==> config.mk <==
export PLATFORM = sky130hd
export DESIGN_NAME = pfld_walker
export DESIGN_NICKNAME = d
export VERILOG_FILES = /design/src/rtl/pfld_pkg.sv /design/src/rtl/pfld_walker.sv
export SDC_FILE = /design/constraint.sdc
export NUM_CORES = 1
export LEC_CHECK = 0
export BUFFER_PORTS_ARGS = -buffer_cell sky130_fd_sc_hd__buf_2
export CORE_MARGIN = 2
export CORE_UTILIZATION = 30
export CTS_CLUSTER_SIZE = 10
export DETAILED_ROUTE_END_ITERATION = 6
export HOLD_SLACK_MARGIN = 0.02
export PLACE_DENSITY_LB_ADDON = 0.25
export SYNTH_ARGS = -nofsm -noshare
export SYNTH_HDL_FRONTEND = slang
export SYNTH_SLANG_ARGS = --single-unit
==> constraint.sdc <==
create_clock -name clk -period 5.4 [get_ports clk]
set_input_delay 0.54 -clock clk [delete_from_list [all_inputs] [get_ports clk]]
set_output_delay 0.54 -clock clk [all_outputs]
set_load 0.01 [all_outputs]
==> src/rtl/pfld_pkg.sv <==
// ----------------------------------------------------------------------------
// pfld_pkg
// Shared types and codes of the paged framebuffer line drawer.
// ----------------------------------------------------------------------------
package pfld_pkg;

	localparam int PAGE_ROWS = 8;

	localparam logic [1:0] CMD_DRAW  = 2'd0;
	localparam logic [1:0] CMD_CLEAR = 2'd1;
	localparam logic [1:0] CMD_READ  = 2'd2;

	localparam logic REG_DISP_WIDTH  = 1'b0;
	localparam logic REG_DISP_HEIGHT = 1'b1;

	typedef logic signed [8:0] coord_t;

	typedef struct packed {
		logic load;
		logic step;
	} walk_ctrl_t;

	typedef struct packed {
		coord_t x;
		coord_t y;
		logic   last;
	} walk_stat_t;

	typedef enum logic [2:0] {
		ST_INIT,
		ST_IDLE,
		ST_CLEAR,
		ST_DRAW_RD,
		ST_DRAW_WR,
		ST_READ,
		ST_DONE
	} state_t;

endpackage

==> src/rtl/pfld_walker.sv <==
// ----------------------------------------------------------------------------
// pfld_walker
// All-octant integer Bresenham stepper: one point per step request.
// ----------------------------------------------------------------------------
module pfld_walker (
	input  logic                clk,
	input  logic                arst_n,
	input  pfld_pkg::walk_ctrl_t ctrl,
	input  pfld_pkg::coord_t    x0,
	input  pfld_pkg::coord_t    y0,
	input  pfld_pkg::coord_t    x1,
	input  pfld_pkg::coord_t    y1,
	output pfld_pkg::walk_stat_t stat
);
	import pfld_pkg::*;

	coord_t              x_q, y_q, x1_q, y1_q;
	logic signed [11:0]  dx_q, dy_q, err_q;
	logic                sx_q, sy_q;

	logic signed [9:0]   diff_x, diff_y;
	logic signed [11:0]  adx, ady, err_n;
	logic signed [12:0]  e2;
	logic                step_x, step_y;

	always_comb begin
		diff_x = 10'(x1) - 10'(x0);
		diff_y = 10'(y1) - 10'(y0);
		adx    = diff_x[9] ? -12'(diff_x) : 12'(diff_x);
		ady    = diff_y[9] ? -12'(diff_y) : 12'(diff_y);
		e2     = {err_q, 1'b0};
		step_x = e2 >= 13'(dy_q);
		step_y = e2 <= 13'(dx_q);
		err_n  = err_q;
		if (step_x) begin
			err_n = err_n + dy_q;
		end
		if (step_y) begin
			err_n = err_n + dx_q;
		end
	end

	always_ff @(posedge clk or negedge arst_n) begin
		if (!arst_n) begin
			x_q   <= '0;
			y_q   <= '0;
			x1_q  <= '0;
			y1_q  <= '0;
			dx_q  <= '0;
			dy_q  <= '0;
			err_q <= '0;
			sx_q  <= 1'b0;
			sy_q  <= 1'b0;
		end else if (ctrl.load) begin
			x_q   <= x0;
			y_q   <= y0;
			x1_q  <= x1;
			y1_q  <= y1;
			dx_q  <= adx;
			dy_q  <= -ady;
			err_q <= adx - ady;
			sx_q  <= x0 < x1;
			sy_q  <= y0 < y1;
		end else if (ctrl.step) begin
			err_q <= err_n;
			if (step_x) begin
				x_q <= sx_q ? x_q + 9'sd1 : x_q - 9'sd1;
			end
			if (step_y) begin
				y_q <= sy_q ? y_q + 9'sd1 : y_q - 9'sd1;
			end
		end
	end

	assign stat.x    = x_q;
	assign stat.y    = y_q;
	assign stat.last = (x_q == x1_q) && (y_q == y1_q);

endmodule

Word level (Yosys, flattened, before mapping)
Cells that the tools add are included.
Widths: inputs -> output; s select.
{"block": "word_totals", "reg_bits": 74, "latch_bits": 0, "ramBits": 0, "rom_bits": 0, "input_bits": 40, "out_inout_bits": 19, "word_cells": 47, "mem_count": 0}
{"block": "classes", "addsub": 12, "mul": 0, "div": 0, "magnitude_cmp": 4, "n_eq_ne": 2, "shifts": 0, "muxes": 14, "n_bitwise": 0, "reduce_logical": 6}
{"op": "$mux 12", "n": 6}
{"op": "$mux 9", "n": 8}
{"op": "$add 12x12->12", "n": 2}
{"op": "$neg 10->12", "n": 2}
{"op": "$sub 9x9->10", "n": 2}
{"op": "$add 9x2->9 const B", "n": 2}
{"op": "$eq 9x9->1", "n": 2}
{"op": "$lt 9x9->1", "n": 2}
{"op": "$sub 9x2->9 const B", "n": 2}
{"op": "$ge 13x12->1", "n": 1}
{"op": "$le 13x12->1", "n": 1}
{"op": "$neg 12->12", "n": 1}
{"op": "$sub 12x12->12", "n": 1}
{"op": "$reduce_bool 2->1", "n": 3}
{"op": "$reduce_and 2->1", "n": 2}
{"op": "$logic_and 1x1->1", "n": 1}

Logic depth before layout (Yosys ltp)
{"block": "logic_depth", "ltp_word": 6, "ltp_mapped": 20, "mapped_depth_nobuf": 20}

Worst setup path after synthesis
No wires, ideal clock.
{"block": "synth_path", "kind": "register to register", "startpoint": "reg err_q[11]", "endpoint": "reg err_q[10]", "setup_ns": 0.120, "arrival_ns": 4.481, "t_required_ns": 5.280, "slack_ns": 0.799, "path_stages_with_launch": 20, "n_path_buf": 1, "period_less_slack_ns": 4.601, "cell_sequence": "dfrtp_1 ha_1 and3_1 nand4_1 o2111ai_1 a211oi_1 a311oi_1 clkbuf_1 mux2_2 ha_1 a21o_1 a21o_1 a21o_1 a21oi_1 o21ai_0 a31oi_1 xor2_1 o211ai_1 a32o_1 a31o_1"}
{"block": "synth_via", "elab_chain_len": 6, "elab_cells_between_ends": 7, "cone_classes": "add/sub: 1; order compare: 2; mux: 4"}
{"item": "from (decl)", "line_no": "pfld_walker.sv:18", "source": "logic signed [11:0] dx_q, dy_q, err_q;"}
{"item": "from (signal assigned)", "line_no": "pfld_walker.sv:61", "source": "err_q <= adx - ady;"}
{"item": "from (signal assigned)", "line_no": "pfld_walker.sv:65", "source": "err_q <= err_n;"}
{"item": "$ge 13x12->1", "line_no": "pfld_walker.sv:32", "source": "step_x = e2 >= 13'(dy_q);"}
{"item": "$mux 12", "line_no": "pfld_walker.sv:35", "source": "if (step_x) begin"}
{"item": "$add 12x12->12", "line_no": "pfld_walker.sv:39", "source": "err_n = err_n + dx_q;"}
{"item": "$mux 12 (*)", "line_no": "pfld_walker.sv:38", "source": "if (step_y) begin"}
{"item": "$mux 12 (*)", "line_no": "pfld_walker.sv:64", "source": "end else if (ctrl.step) begin"}
{"item": "$mux 12 (*)", "line_no": "pfld_walker.sv:54", "source": "end else if (ctrl.load) begin"}
Every way passes the cells marked *; elsewhere a longest branch is shown, timed or not. The select of a mux whose other input is x is not followed.
A chain may end at the register's enable or synchronous reset.

Worst setup path in the final report
{"block": "layout_path", "startpoint": "reg err_q[11]", "endpoint": "reg err_q[11]"}
{"block": "layout_via", "elab_chain_len": 6, "elab_cells_between_ends": 8, "cone_classes": "add/sub: 2; order compare: 2; mux: 4"}
{"item": "$add 12x12->12 or $ge 13x12->1 (tied branches)", "line_no": "pfld_walker.sv:36, pfld_walker.sv:32"}
{"item": "$mux 12", "line_no": "pfld_walker.sv:35"}
{"item": "$add 12x12->12", "line_no": "pfld_walker.sv:39"}
{"item": "$mux 12 (*)", "line_no": "pfld_walker.sv:38"}
{"item": "$mux 12 (*)", "line_no": "pfld_walker.sv:64"}
{"item": "$mux 12 (*)", "line_no": "pfld_walker.sv:54"}
Marked as above.

==> results.yml <==
critical_path:
  worstSetupEndpointType: "flop"
  path_class: "flop to flop"
  r2r_slack_ns: 0.59
  required_ns: 5.63
  r2r_cells: 19
  crit_path_max_fanout: 12
  startpoint_type: "flop"
  arrival_ns: 5.04
timing:
  setup_viol: 0
  tightest_slew_ns: 0.813
  post-route-period-util_pct: 89.1
  rsz0062_at_grt: "no"
  fmax_mhz: 208
  maxSlewViolCount: 0
  skew_ns: 0.00867
  fin_crit_ns: 4.81
  hold_viol_final: 0
  finalWorstSetupSlack_ns: 0.589
  relSlewSlack_pct: 45.8
  tns_ns: 0
grt:
  grt_pass1_vias: 5885
  gr-usage-met3_pct: 1.74
  busiest_layer: "met2"
  grt.overflow.total: 0
  grt_use_met2_pct: 23.3
  grt_use_met1_pct: 21.9
  grt_pass1_wl_um: 30800
  grt_usage_pct: 15.1
  grt_max_degree: 80
  antenna_found_initial: 0
synthesis:
  ys.flop_type: "dfrtp_1"
  synth-edff-count: 0
  syn-instance-count: 844
  synth_warnings: 0
  yosysSeqAreaShare_pct: 25.4
  syn-mean-instance-area_um2: 8.64
  async_flop_share_pct: 100
  netlist_area_mm2: 0.00729
  synth-seq-cells: 74
  synth_fp_nets: 982
  synth_cell_types: 67
die:
  start_util_pct: 30.2
  die_h_um: 160
  core_mm2: 0.0241
  rows: 57
  die_w_um: 160
  ioPinCount: 59
  die_area_mm2: 0.0256
routing:
  wl_per_cell_um: 15.3
  wl_um: 18700
  vias: 5912
  first_pass_iters: 4
  antenna_left: 0
  via_per_inst: 4.84
  drcViolationCount: 0
  drt_iter0_markers: 214
clock_tree:
  cts_hold_buffers: 0
  clkSinkCount: 74
  cts_max_level: 3
  clk_pin_slew_ns: 0.06
  cts_tree: "done"
  cts_resized: 0
  clock_latency_ns: 0.35
  cts_buffers: 9
  cts-root-buf: "clkbuf_16"
  postCtsSetupRepairBufs: 0
  clock_path_buffers: 2
placed_design:
  dp.cells: 1206
  port_buffers: 58
  dp_hpwl_um: 14900
  dp_slack_ns: 0.566
  gp_congestion: 0.869
pwr:
  total_power_mw: 4.46
  leakage_nw: 3.82
  p_per_area_mw_per_mm2: 540
  ir_drop_mv: 0.182
status:
  status: "complete, no violations"
final_layout:
  layout.nets: 1031
  utilization_pct: 34.3
  stdcell_count: 1222
  n_antenna_cell: 0
  area_growth_pct: 13.4
  drive_above_1_share_pct: 13.7
job:
  cap_viol_max_count: 0
hold_path:
  worst_hold_path_type: "input port to async pin"
## cells in the mapped netlist (all sizes together) (4+ instances only)
library cell | n | area, um^2
a2111oi | 5 | 50.0
a211o | 4 | 35.0
a211oi | 10 | 75.1
a21o | 22 | 165
a21oi | 53 | 269
a31oi | 6 | 37.5
and3 | 5 | 31.3
buf | 6 | 33.8
clkbuf | 19 | 71.3
dfrtp | 74 | 1850
fa | 7 | 140
ha | 91 | 1140
inv | 74 | 278
mux2 | 31 | 349
mux2i | 16 | 160
nand2 | 62 | 233
nand2b | 9 | 56.3
nand3 | 14 | 70.1
nand4 | 6 | 37.5
nor2 | 66 | 248
nor2b | 15 | 93.8
nor3 | 15 | 80.1
nor4 | 7 | 50.1
o211ai | 10 | 75.1
o21a | 5 | 37.5
o21ai | 58 | 290
o21bai | 11 | 82.6
o31ai | 4 | 30.0
xnor2 | 54 | 473
xor2 | 45 | 394
## layer usage
layer	routed length [um]	vias to the layer above
met4	295	0
li1	-	3068
met1	9670	2729
met3	548	17
met5	0	-
met2	8200	98
## flip-flops by register name (all words and copies together), names as in the netlist
| register | count |
|---|---|
| dy_q | 12 |
| err_q | 12 |
| y1_q | 9 |
| x_q | 9 |
| y_q | 9 |
| sy_q | 1 |
| dx_q | 12 |
| sx_q | 1 |
| x1_q | 9 |
## path summary, 6_finish.rpt
kind                           start   endpoint
max                        err_q[11]  err_q[11]
min reg2reg                  y1_q[8]    y1_q[8]
min                           arst_n     x_q[3]
max reg2reg                err_q[11]  err_q[11]
min in group clk               x0[6]     x_q[6]
max in group asynchronous     arst_n    dy_q[5]
## kinds of logic after synthesis
logic type | Yosys count | share of synthesized area (%)
AO/OA/AOI/OAI | 214 | 19.2
AND/OR/NAND/NOR | 209 | 13.4
adder cells (fa/ha/maj) | 100 | 17.8
XOR/XNOR | 99 | 11.9
buffers and inverters | 99 | 5.25
flip-flops | 74 | 25.4
multiplexers | 47 | 6.98
other | 2 | 0.103
## worst max-delay path, cell delays in order, from the launching register on
cell and delay (ns):
dfrtp_1 0.42, ha_1 0.40, and3_1 0.18, nand4_1 0.12, o2111ai_1 0.19, a211oi_1 0.08, a311oi_2 0.32, buf_4 0.28
mux2i_1 0.37, ha_1 0.32, a211oi_1 0.21, nor2_1 0.11, o31ai_1 0.38, a2111oi_0 0.24, o41ai_1 0.37, xnor2_1 0.10
nor2_1 0.18, mux2i_1 0.20, o32a_1 0.15, nand3_1 0.06
## cell type report
cell class	instances	area (um^2)
fill	2586	15800
sequential	74	1850
tap	324	405
inverter	74	278
clock inverter	4	73.8
multi-input combinational	671	5070
clock buffer	12	256
timing repair buffer	63	333
## layout by cell type (no fill, tap or decap), types with 7 or more instances in the layout
cell / count
ha_1: 91
dfrtp_1: 74
inv_1: 73
nor2_1: 66
nand2_1: 62
buf_2: 56
xnor2_1: 54
o21ai_0: 54
a21oi_1: 52
xor2_1: 45
mux2_2: 31
a21o_1: 22
mux2i_1: 16
nor2b_1: 15
nor3_1: 14
nand3_1: 14
o21bai_1: 11
o211ai_1: 10
a211oi_1: 10
nand2b_1: 9
clkbuf_16: 9
fa_1: 7
buf_4: 7
## power breakdown
| group | leakage [nW] | switching, mW | total [mW] | internal, mW |
|---|---|---|---|---|
| combinational | 2.79 | 1.56 | 2.90 | 1.34 |
| sequential | 0.868 | 0.190 | 0.885 | 0.694 |
| clock | 0.163 | 0.246 | 0.676 | 0.430 |
## through the flow
step | hold slack, ns | instance area (um^2)
after floorplan | 0.244 | 7290
after detailed placement | 0.423 | 7940
after global routing | 0.0533 | 8270
after CTS | 0.0399 | 8270
after global placement | 0.421 | 7940
final | 0.0481 | 8270
Note: power is estimated with default switching activity, not from simulation.
